`src/rtl/prefix_vector_distance_unit_macros.svh`:
```
// ----------------------------------------------------------------------------
// Assertion macros for the prefix vector distance unit
// Short forms for clocked assertions with asynchronous reset disable.
// ----------------------------------------------------------------------------
`ifndef PREFIX_VECTOR_DISTANCE_UNIT_MACROS_SVH
`define PREFIX_VECTOR_DISTANCE_UNIT_MACROS_SVH

// Consequent must hold in the same cycle as the antecedent.
`define PVD_ASSERT_IMM(lbl, ante, cons, msg) \
	lbl: assert property (@(posedge clk) disable iff (!arst_n) (ante) |-> (cons)) \
		else $error(msg);

// Consequent must hold in the cycle after the antecedent.
`define PVD_ASSERT_NXT(lbl, ante, cons, msg) \
	lbl: assert property (@(posedge clk) disable iff (!arst_n) (ante) |=> (cons)) \
		else $error(msg);

`endif

```
`src/rtl/pvd_pkg.sv`:
```
// ----------------------------------------------------------------------------
// Prefix vector distance package
// Widths, constants, state codes and shared types of the distance unit.
// ----------------------------------------------------------------------------
package pvd_pkg;

	localparam int ELEM_W   = 16;
	localparam int PREFIX_W = 13;
	localparam int DIST_W   = 24;
	localparam int DOT_W    = 44;
	localparam int NORM_W   = 43;
	localparam int DSQ_W    = 45;
	localparam int MUL_W    = 31;
	localparam int PROD_W   = 2 * MUL_W;
	localparam int ROOT_W   = 30;
	localparam int RAD_W    = 2 * ROOT_W;
	localparam int DEN_W    = 60;
	localparam int NUM_W    = DOT_W + 32;
	localparam int QUO_W    = 25;
	localparam int CNT_W    = 7;

	localparam logic [PREFIX_W-1:0] MAX_DIM  = PREFIX_W'(4096);
	localparam logic [DIST_W-1:0]   DIST_MAX = {DIST_W{1'b1}};
	localparam logic [DIST_W-1:0]   ONE_Q16  = DIST_W'(65536);
	localparam logic [CNT_W-1:0]    MUL_LAST = CNT_W'(5);
	localparam logic [CNT_W-1:0]    SQ_LAST  = CNT_W'(ROOT_W - 1);
	localparam logic [CNT_W-1:0]    DIV_LAST = CNT_W'(NUM_W - 1);

	typedef enum logic [5:0] {
		ST_IDLE = 6'b000001,
		ST_MUL  = 6'b000010,
		ST_SQRT = 6'b000100,
		ST_NMUL = 6'b001000,
		ST_DIV  = 6'b010000,
		ST_FIN  = 6'b100000
	} state_t;

	typedef enum logic [1:0] {
		SQ_EUCL = 2'd0,
		SQ_NA   = 2'd1,
		SQ_NB   = 2'd2
	} sq_phase_t;

	// Request to the shared multiplier.
	typedef struct packed {
		logic                    en;
		logic signed [MUL_W-1:0] x;
		logic signed [MUL_W-1:0] y;
	} mul_req_t;

endpackage

```
`src/rtl/pvd_mul.sv`:
```
// ----------------------------------------------------------------------------
// Shared registered multiplier
// Signed multiply with the product held in a register until the next request.
// ----------------------------------------------------------------------------
module pvd_mul import pvd_pkg::*; (
	input  logic                     clk,
	input  mul_req_t                 req,
	output logic signed [PROD_W-1:0] prod
);

	logic signed [PROD_W-1:0] prod_q;

	// The product only changes when a new request is issued.
	always_ff @(posedge clk) begin
		if (req.en) begin
			prod_q <= req.x * req.y;
		end
	end

	assign prod = prod_q;

endmodule

```
`src/rtl/prefix_vector_distance_unit.sv`:
```
// ----------------------------------------------------------------------------
// Prefix vector distance unit
// Euclidean or cosine distance over a leading prefix of two streamed vectors.
// ----------------------------------------------------------------------------
//  Channel  Signals                           Payload
//  s_*      s_tvalid s_tready s_tdata s_tlast  element pair, prefix, last flag
//  m_*      m_tvalid m_tready m_tdata m_tuser  distance Q8.16, infinite flag
//  cfg_*    cfg_valid cfg_ready cfg_data       metric mode (0 L2, 1 cosine)
//
//  Every pair is transferred and then, in ST_MUL, the shared multiplier
//  forms four products and the accumulators take them.
//  On the last pair, Euclidean mode adds a bit-pair square root and
//  cosine mode adds two roots, one multiply and a 76-step long division;
//  a zero prefix, or a zero norm in cosine mode, goes straight to ST_FIN.
//  A finished result waits in the output register; input is taken meanwhile,
//  and a further result holds the unit in its final state until that frees.
//  Reset clears the accumulators, the index and the mode register.
// ----------------------------------------------------------------------------
`include "prefix_vector_distance_unit_macros.svh"

module prefix_vector_distance_unit import pvd_pkg::*; (
	input  logic        clk,
	input  logic        arst_n,
	input  logic        s_tvalid,
	output logic        s_tready,
	input  logic [47:0] s_tdata,   // a_elem[15:0], b_elem[31:16], prefix_len[44:32]
	input  logic        s_tlast,   // last
	output logic        m_tvalid,
	input  logic        m_tready,
	output logic [23:0] m_tdata,   // distance[23:0]
	output logic        m_tuser,   // infinite
	input  logic        cfg_valid,
	output logic        cfg_ready,
	input  logic [0:0]  cfg_data   // metric_mode
);

	state_t                    state_q;
	sq_phase_t                 phase_q;
	logic [CNT_W-1:0]          cnt_q;
	logic                      mode_q;
	logic signed [ELEM_W-1:0]  a_q, b_q;
	logic [PREFIX_W-1:0]       pfx_q, idx_q;
	logic                      last_q, en_q;
	logic [DOT_W-1:0]          dot_q;
	logic [NORM_W-1:0]         na_sum_q, nb_sum_q;
	logic [DSQ_W-1:0]          dsq_q;
	logic [RAD_W-1:0]          rad_q;
	logic [31:0]               rem_q;
	logic [ROOT_W-1:0]         root_q, na_q;
	logic [NUM_W-1:0]          num_q;
	logic [DEN_W-1:0]          drem_q;
	logic [QUO_W-1:0]          quo_q;
	logic                      qov_q;
	logic [DIST_W-1:0]         res_q;
	logic                      inf_q;
	logic                      m_valid_q;
	logic [DIST_W-1:0]         m_dist_q;
	logic                      m_inf_q;

	logic                      in_fire, out_free;
	logic signed [ELEM_W:0]    diff;
	mul_req_t                  mreq;
	logic signed [PROD_W-1:0]  prod;
	logic [33:0]               sq_rem_n, sq_trial;
	logic                      sq_ge;
	logic [31:0]               sq_rem_next;
	logic [ROOT_W-1:0]         sq_root_next;
	logic [DEN_W:0]            dv_rem_n, dv_den;
	logic                      dv_ge;
	logic [DEN_W-1:0]          dv_rem_next;
	logic [QUO_W-1:0]          dv_quo_next;
	logic                      dv_qov_next;
	logic [DOT_W-1:0]          dot_mag;
	logic [DIST_W+1:0]         neg_sum;
	logic [DIST_W-1:0]         cos_res;

	assign s_tready  = (state_q == ST_IDLE);
	assign in_fire   = s_tvalid && s_tready;
	assign out_free  = !m_valid_q || m_tready;
	assign cfg_ready = 1'b1;
	assign m_tvalid  = m_valid_q;
	assign m_tdata   = m_dist_q;
	assign m_tuser   = m_inf_q;

	// Operand selection for the shared multiplier.
	assign diff = {a_q[ELEM_W-1], a_q} - {b_q[ELEM_W-1], b_q};
	always_comb begin
		mreq.en = 1'b0;
		mreq.x  = '0;
		mreq.y  = '0;
		if (state_q == ST_MUL) begin
			mreq.en = (cnt_q < CNT_W'(4));
			unique case (cnt_q[1:0])
				2'd0: begin
					mreq.x = MUL_W'(a_q);
					mreq.y = MUL_W'(b_q);
				end
				2'd1: begin
					mreq.x = MUL_W'(a_q);
					mreq.y = MUL_W'(a_q);
				end
				2'd2: begin
					mreq.x = MUL_W'(b_q);
					mreq.y = MUL_W'(b_q);
				end
				default: begin
					mreq.x = MUL_W'(diff);
					mreq.y = MUL_W'(diff);
				end
			endcase
		end else if (state_q == ST_NMUL) begin
			mreq.en = 1'b1;
			mreq.x  = $signed({1'b0, na_q});
			mreq.y  = $signed({1'b0, root_q});
		end
	end

	pvd_mul u_mul (
		.clk  (clk),
		.req  (mreq),
		.prod (prod)
	);

	// One bit pair of the square root per cycle.
	assign sq_rem_n     = {rem_q, rad_q[RAD_W-1 -: 2]};
	assign sq_trial     = {2'b00, root_q, 2'b01};
	assign sq_ge        = (sq_rem_n >= sq_trial);
	assign sq_rem_next  = sq_ge ? 32'(sq_rem_n - sq_trial) : sq_rem_n[31:0];
	assign sq_root_next = {root_q[ROOT_W-2:0], sq_ge};

	// One quotient bit of the long division per cycle.
	assign dv_rem_n    = {drem_q, num_q[NUM_W-1]};
	assign dv_den      = {1'b0, prod[DEN_W-1:0]};
	assign dv_ge       = (dv_rem_n >= dv_den);
	assign dv_rem_next = dv_ge ? DEN_W'(dv_rem_n - dv_den) : dv_rem_n[DEN_W-1:0];
	assign dv_quo_next = {quo_q[QUO_W-2:0], dv_ge};
	assign dv_qov_next = qov_q | quo_q[QUO_W-1];

	// Magnitude of the dot sum and the final cosine result.
	assign dot_mag = dot_q[DOT_W-1] ? (~dot_q + DOT_W'(1)) : dot_q;
	assign neg_sum = (DIST_W+2)'(ONE_Q16) + (DIST_W+2)'(dv_quo_next);
	always_comb begin
		if (dot_q[DOT_W-1]) begin
			cos_res = (dv_qov_next || (neg_sum > (DIST_W+2)'(DIST_MAX)))
			          ? DIST_MAX : neg_sum[DIST_W-1:0];
		end else begin
			cos_res = (dv_qov_next || ((DIST_W+1)'(dv_quo_next) >= (DIST_W+1)'(ONE_Q16)))
			          ? '0 : DIST_W'(ONE_Q16 - dv_quo_next[DIST_W-1:0]);
		end
	end

	// Configuration register.
	always_ff @(posedge clk or negedge arst_n) begin
		if (!arst_n) begin
			mode_q <= 1'b0;
		end else if (cfg_valid) begin
			mode_q <= cfg_data[0];
		end
	end

	// Input capture.
	always_ff @(posedge clk) begin
		if (in_fire) begin
			a_q    <= s_tdata[15:0];
			b_q    <= s_tdata[31:16];
			pfx_q  <= s_tdata[44:32];
			last_q <= s_tlast;
			en_q   <= (idx_q < s_tdata[44:32]) && (idx_q < MAX_DIM);
		end
	end

	// Sequencer, accumulators and output register.
	always_ff @(posedge clk or negedge arst_n) begin
		if (!arst_n) begin
			state_q   <= ST_IDLE;
			phase_q   <= SQ_EUCL;
			cnt_q     <= '0;
			idx_q     <= '0;
			dot_q     <= '0;
			na_sum_q  <= '0;
			nb_sum_q  <= '0;
			dsq_q     <= '0;
			m_valid_q <= 1'b0;
		end else begin
			if ((state_q == ST_FIN) && out_free) begin
				m_valid_q <= 1'b1;
			end else if (m_tready) begin
				m_valid_q <= 1'b0;
			end
			unique case (state_q)
				ST_IDLE: begin
					if (in_fire) begin
						cnt_q   <= '0;
						state_q <= ST_MUL;
					end
				end
				ST_MUL: begin
					if (en_q) begin
						if (cnt_q == CNT_W'(1)) dot_q <= dot_q + prod[DOT_W-1:0];
						if (cnt_q == CNT_W'(2)) na_sum_q <= na_sum_q + prod[NORM_W-1:0];
						if (cnt_q == CNT_W'(3)) nb_sum_q <= nb_sum_q + prod[NORM_W-1:0];
						if (cnt_q == CNT_W'(4)) dsq_q <= dsq_q + prod[DSQ_W-1:0];
					end
					if (cnt_q == MUL_LAST) begin
						cnt_q  <= '0;
						rem_q  <= '0;
						root_q <= '0;
						if (!last_q) begin
							if (idx_q < MAX_DIM) idx_q <= idx_q + PREFIX_W'(1);
							state_q <= ST_IDLE;
						end else if (pfx_q == '0) begin
							res_q   <= DIST_MAX;
							inf_q   <= 1'b1;
							state_q <= ST_FIN;
						end else if (!mode_q) begin
							rad_q   <= RAD_W'({dsq_q, 2'b00});
							phase_q <= SQ_EUCL;
							state_q <= ST_SQRT;
						end else if ((na_sum_q == '0) || (nb_sum_q == '0)) begin
							res_q   <= ONE_Q16;
							inf_q   <= 1'b0;
							state_q <= ST_FIN;
						end else begin
							rad_q   <= RAD_W'({na_sum_q, 16'h0000});
							phase_q <= SQ_NA;
							state_q <= ST_SQRT;
						end
					end else begin
						cnt_q <= cnt_q + CNT_W'(1);
					end
				end
				ST_SQRT: begin
					if (cnt_q != SQ_LAST) begin
						cnt_q  <= cnt_q + CNT_W'(1);
						rad_q  <= {rad_q[RAD_W-3:0], 2'b00};
						rem_q  <= sq_rem_next;
						root_q <= sq_root_next;
					end else begin
						cnt_q <= '0;
						unique case (phase_q)
							SQ_EUCL: begin
								res_q   <= sq_root_next[DIST_W-1:0];
								inf_q   <= 1'b0;
								state_q <= ST_FIN;
							end
							SQ_NA: begin
								na_q    <= sq_root_next;
								rad_q   <= RAD_W'({nb_sum_q, 16'h0000});
								rem_q   <= '0;
								root_q  <= '0;
								phase_q <= SQ_NB;
							end
							default: begin
								root_q  <= sq_root_next;
								state_q <= ST_NMUL;
							end
						endcase
					end
				end
				ST_NMUL: begin
					num_q   <= {dot_mag, 32'h0000_0000};
					drem_q  <= '0;
					quo_q   <= '0;
					qov_q   <= 1'b0;
					cnt_q   <= '0;
					state_q <= ST_DIV;
				end
				ST_DIV: begin
					cnt_q  <= cnt_q + CNT_W'(1);
					num_q  <= {num_q[NUM_W-2:0], 1'b0};
					drem_q <= dv_rem_next;
					quo_q  <= dv_quo_next;
					qov_q  <= dv_qov_next;
					if (cnt_q == DIV_LAST) begin
						res_q   <= cos_res;
						inf_q   <= 1'b0;
						state_q <= ST_FIN;
					end
				end
				ST_FIN: begin
					if (out_free) begin
						m_dist_q  <= res_q;
						m_inf_q   <= inf_q;
						idx_q     <= '0;
						dot_q     <= '0;
						na_sum_q  <= '0;
						nb_sum_q  <= '0;
						dsq_q     <= '0;
						state_q   <= ST_IDLE;
					end
				end
				default: begin
					state_q <= ST_IDLE;
				end
			endcase
		end
	end

	// Checks on the sequencer and the result format.
	`PVD_ASSERT_IMM(a_inf_full_scale, m_tvalid && m_tuser, m_tdata == DIST_MAX, "infinite result without full-scale distance")
	`PVD_ASSERT_IMM(a_index_range, 1'b1, idx_q <= MAX_DIM, "element index beyond maximum dimension")
	`PVD_ASSERT_NXT(a_fin_delivers, (state_q == ST_FIN) && out_free, m_tvalid && (state_q == ST_IDLE), "finished result not moved to output register")

endmodule
```
`config.mk`:
```
export PLATFORM = sky130hd
export DESIGN_NAME = prefix_vector_distance_unit
export DESIGN_NICKNAME = d
export VERILOG_FILES = /design/src/rtl/pvd_pkg.sv /design/src/rtl/pvd_mul.sv /design/src/rtl/prefix_vector_distance_unit.sv
export VERILOG_INCLUDE_DIRS = /design/src /design/src/rtl
export SDC_FILE = /design/constraint.sdc
export NUM_CORES = 2
export LEC_CHECK = 0
export ABC_AREA = 1
export BUFFER_PORTS_ARGS = -buffer_cell sky130_fd_sc_hd__buf_2
export CAP_MARGIN = 20
export CORE_ASPECT_RATIO = 0.7
export CORE_UTILIZATION = 30
export CTS_CLUSTER_SIZE = 12
export DETAILED_ROUTE_END_ITERATION = 12
export PLACE_DENSITY = 0.4
export SLEW_MARGIN = 0
export SYNTH_ARGS = -nofsm -noshare
export SYNTH_HDL_FRONTEND = slang
export SYNTH_SLANG_ARGS = --single-unit
```
`constraint.sdc`:
```
create_clock -name clk -period 17.5 [get_ports clk]
set_input_delay 0.875 -clock clk [delete_from_list [all_inputs] [get_ports clk]]
set_output_delay 0.875 -clock clk [all_outputs]
set_load 0.02 [all_outputs]
```
## Yosys cells after proc, flatten, opt, wreduce, memory -nomap -nowiden

Index checks and enable logic that the tools add are counted.
W data, S select, Z words.

| cells by class | value |
|---|---|
| eq/ne operators | 38 |
| add/sub/neg operators | 12 |
| bitwise logic cells | 3 |
| magnitude comparators | 7 |
| multiply operators | 1 |
| multiplexer cells | 92 |
| reduce and logical (&&, ||, !) cells | 34 |

Operator list:

| operator | number |
|---|---|
| $mux W60 | 8 |
| $mux W24 | 11 |
| $pmux W60 S2 | 2 |
| $mux W43 | 5 |
| $pmux W62 S3 | 1 |
| $mux W44 | 4 |
| $pmux W43 S2 | 2 |
| $pmux W76 S2 | 1 |
| $mux W45 | 3 |
| $mux W32 | 4 |
| $mux W63 | 2 |
| $pmux W30 S2 | 2 |
| $pmux W45 S2 | 1 |
| $pmux W44 S2 | 1 |
| $add A43 B43 Y43 | 2 |
| $logic_not A43 Y1 | 2 |
| $pmux W24 S3 | 1 |
| $pmux W32 S2 | 1 |
| $ge A61 B60 Y1 | 1 |
| $mul A31 B31 Y60 | 1 |
| $mux W30 | 2 |
| $sub A60 B60 Y60 | 1 |
| $mux W6 | 9 |
| $mux W13 | 4 |
| 62 further kinds | 116 |

| word-level totals | value |
|---|---|
| bits of input ports | 55 |
| bits in registers | 676 |
| logic and storage cells | 215 |
| output and inout port bits | 28 |

## Longest topological paths before layout

| depth | value |
|---|---|
| word-level depth | 8 |
| depth in mapped cells | 50 |
| gate-level depth less buffers | 48 |

## By module

From an unflattened synthesis, not the netlist that was laid out.

| unflattened totals | value |
|---|---|
| cells, all modules | 10977 |
| area total of the unflattened synthesis | 83689.0 um^2 |

By module, submodules not included:

| module | instances | area an instance (um^2) | cells each | seq. area each (um^2) |
|---|---|---|---|---|
| prefix_vector_distance_unit | 1 | 44786.7 | 6064 | 16452.0 |
| pvd_mul | 1 | 38902.3 | 4913 | 1861.8 |

## Worst setup path before layout

Ideal clock, no wire load.

| timing path | value |
|---|---|
| path type | register to register |
| from | reg b_q[0] |
| to | reg u_mul.prod_q[58], in the netlist u_mul.prod[58] (data pin) |
| arrival | 8.589 ns |
| path buffers | 2 |
| setup time | 0.258 ns |
| clock period less this slack | 8.847 ns |
| data required time | 17.242 ns |
| path slack | 8.653 ns |
| cell stages (with the launch flop) | 38 |
| cell sequence | edfxtp_1 -> ha_1 -> fa_1 -> inv_1 -> nand2_2 -> a21oi_4 -> nand3_1 -> nand2_2 -> nand2_2 -> nand2_1 -> nand2_1 -> nand3_4 -> nand2_1 -> inv_2 -> buf_4 -> clkbuf_1 -> nand2_1 -> fa_1 -> [2 not listed] -> fa_1 -> inv_1 -> fa_1 -> fa_1 -> fa_1 -> inv_1 -> fa_1 -> inv_1 -> fa_1 -> inv_1 -> ha_1 -> inv_1 -> nor3_1 -> nand4_1 -> inv_1 -> a221oi_1 -> nand3_1 -> xor2_1 |

| on the way | value |
|---|---|
| word-level cells in the longest chain between the ends | 4 |

RTL lines:

| item | RTL line | text |
|---|---|---|
| start: declaration | prefix_vector_distance_unit.sv:41 | `logic signed [ELEM_W-1:0] a_q, b_q;` |
| start signal: assignment | prefix_vector_distance_unit.sv:165 | `b_q <= s_tdata[31:16];` |
| $sub A16 B16 Y17 | prefix_vector_distance_unit.sv:86 | `assign diff = {a_q[ELEM_W-1], a_q} - {b_q[ELEM_W-1], b_q};` |
| $pmux W62 S3 * | prefix_vector_distance_unit.sv:93 | `unique case (cnt_q[1:0])` |
| $mux W63 * | prefix_vector_distance_unit.sv:91 | `if (state_q == ST_MUL) begin` |
| $mul A31 B31 Y60 * | pvd_mul.sv:16 | `prod_q <= req.x * req.y;` |
| end signal: assignment | pvd_mul.sv:16 |  |
| end: declaration | pvd_mul.sv:11 | `logic signed [PROD_W-1:0] prod_q;` |

Every way passes the cells marked *; elsewhere a longest branch is shown, timed or not.
A chain may end at the register's enable or synchronous reset.

## Worst setup path in the final report

| timing path | value |
|---|---|
| from | reg b_q[0] |
| to | reg u_mul.prod_q[54], in the netlist u_mul.prod[54] (data pin) |

Same word-level chain as after synthesis.

==> impl_metrics.yaml <==
grt:
  grt_pass1_wl_um: 483000
  grt_max_degree: 95
  grt_pass1_vias: 69604
  grt-ovfl-total: 0
  grt_antenna_before_repair: 20
  groute.usage.overall: 0.240
clock_network:
  cts_max_path_buffers: 3
  clk_pin_slew_ps: 70
  clock-sinks: 642
  cts_max_level: 3
  cts_tree: "yes"
  cts_resized: 0
  hold_buffers: 0
  root_buffer: "clkbuf_16"
  cts_made_buffers: 77
  post-cts-setup-buffer-count: 0
  clk_latency_ps: 690
power_and_ir_drop:
  ir_drop_mv: 0.0733
  p_comb_frac: 0.626
  p_leak_uw: 0.0430
  powerDensity_nw_per_um2: 123
  p_sw_uw: 5900
  p_clk_frac: 0.152
  internal-power_uw: 4900
  total_power_uw: 10800
  switching_share: 0.546
  pwr-share-seq: 0.222
placed_design:
  dpl_worst_slack_ps: 5790
  postPlaceCellArea_sq_um: 85400
  gp_congestion: 0.927
  port-buffer-count: 78
  dpl.cell_count: 13694
  dp_hpwl_um: 260000
drt:
  drt_wl_total_um: 328000
  drtAntennaViolNets: 0
  drc: 0
  firstDrtPassIters: 8
  vias: 69996
  drtIter0Drc: 6837
  wl_per_cell_um: 23.7
  viasPerCell: 5.06
yosys:
  ys_types: 70
  synthTopCellsByCount: "nand2_1 (2209), inv_1 (2165), fa_1 (1004)"
  synth_edf_count: 437
  synth_nets: 11779
  yosysTopAreaCell: "fa_1"
  syn_area_sq_um: 80700
  ys_seq_area_frac: 0.226
  async_reset_ff_frac: 0.319
  yosysMostFrequentCell: "nand2_1"
  synth_top_area_frac: 0.249
  ys.flop_type: "edfxtp_1"
  synth_area_per_cell_sq_um: 7.89
  synth-seq-cells: 642
  synth_warnings: 0
  synthCells: 10240
  synth_area_leaders: "fa_1 (25%), edfxtp_1 (16%), nand2_1 (10%), inv_1 (10%), ha_1 (7.4%)"
floorplan:
  coreArea_sq_um: 266000
  initial_core_util: 0.303
  floorplan.die.height_um: 436
  fp.dieW_um: 622
  design.die.area_sq_um: 271000
  num_rows: 158
  io_pins: 83
critical_path:
  critPathArrivalTime_ps: 12190
  cp_max_fo: 26
  reg2regPathDepth: 44
  crit_slowest_cell: "fa_1"
  ff2ff_setup_slack_ps: 5720
  slowest_delay_ps: 680
  crit_type: "register to register"
  required_ps: 17910
  cp-end-kind: "register"
  startpoint_type: "register"
timing:
  min_period_over_period: 0.673
  hold_viol_final: 0
  finalSetupViolations: 0
  slew_headroom: 0.193
  maxSlewViolCount: 0
  setup_ws_ps: 5720
  skew_ps: 43.9
  fin_crit_ps: 11780
  tightest_slew_ps: 1210
  fmax_mhz: 84.9
  tns_ps: 0
  rsz0062_at_grt: "no"
final_layout:
  stdcell_count: 13840
  fin_area_sq_um: 87900
  area_delta_synth_final_pct: 8.92
  num-nets-final: 11794
  drive_above_1_share: 0.0487
worst_hold_path:
  min_path_type: "input pin to asynchronous set/reset pin"
outcome:
  status: "finished, final reports clean"
job:
  max_cap_viol_count: 0
-- stage by stage --
stage	hold WS, ps	utilization
after floorplan	400	-
after global placement	409	0.321
after detailed placement	406	0.321
after CTS	56.5	0.330
after global routing	79.4	0.330
final	93.9	0.330
-- per-layer routing --
layer | vias up | routed length (um) | track usage
met5 | - | 0 | 0
met4 | 0 | 5240 | 0.0362
met3 | 234 | 25800 | 0.0435
met2 | 2383 | 123000 | 0.322
met1 | 35101 | 173000 | 0.395
li1 | 32278 | - | -
-- critical path: cells and delay by family (launching register included) --
family	cells	cell delay (ps)
AO/OA/AOI/OAI	7	1570
adder cells (fa/ha/maj)	11	5380
buffers and inverters	11	2040
flip-flops	1	430
AND/OR/NAND/NOR	15	2020
-- cell usage in the layout, fill, tap and decap left out, types with 70 or more instances in the layout --
cell / count
a21o_1: 70
a21oi_1: 574
a31oi_1: 96
buf_2: 77
buf_4: 141
clkbuf_16: 80
dfrtp_1: 203
edfxtp_1: 437
fa_1: 1004
ha_1: 480
inv_1: 2162
nand2_1: 2207
nand3_1: 278
nand4_1: 77
nor2_1: 909
nor3_1: 102
o21ai_0: 528
o22ai_1: 80
xnor2_1: 79
xor2_1: 127
-- final timing paths --
kind,from,endpoint
max,b_q[0],u_mul.prod[54]
min,arst_n,dot_q[35]
max reg2reg,b_q[0],u_mul.prod[54]
min reg2reg,res_q[5],m_tdata[5]
max in group asynchronous,arst_n,idx_q[12]
min in group clk,s_tdata[16],b_q[0]
-- registers in the layout, summed over array words and instances, names as in the netlist, 13 cells and up --
name / cells
a_q: 16
b_q: 16
dot_q: 44
drem_q: 60
dsq_q: 45
idx_q: 13
m_tdata: 24
na_q: 30
na_sum_q: 43
nb_sum_q: 43
num_q: 44
pfx_q: 13
quo_q: 25
rad_q: 58
rem_q: 32
res_q: 24
root_q: 30
u_mul.prod: 60
-- power by group through the flow --
stage / clock (uW) / sequential (uW) / combinational, uW
2_1_floorplan: 0 / 2250 / 4280
3_3_place_gp: 0 / 2420 / 6630
3_5_place_dp: 0 / 2420 / 6620
4_1_cts: 1680 / 2390 / 6660
5_1_grt: 1740 / 2430 / 7450
6_report: 1640 / 2400 / 6750
-- area by class of cell --
cell class                      count  area (sq um)
Tap cell                         3520          4400
Multi-Input combinational cell   7100         53000
Fill cell                       28423        178000
Timing Repair Buffer              224          1570
Inverter                         2210          8300
Sequential cell                   642         18300
Clock buffer                      107          2150
Antenna cell                        2          5.00
Clock inverter                     35           297
-- cells by family (layout without fill, tap and decap cells) --
kind of cell | after synthesis | in the layout | share of synthesized area
fa+ha+maj | 1484 | 1484 | 0.323
compound gates | 1681 | 1681 | 0.121
xor+xnor | 206 | 206 | 0.0223
other cells | 1 | 3 | 0.0000464
simple gates | 3728 | 3728 | 0.188
buf+inv | 2498 | 2576 | 0.120
flops | 642 | 642 | 0.226
(Power assumes the default switching activity.)
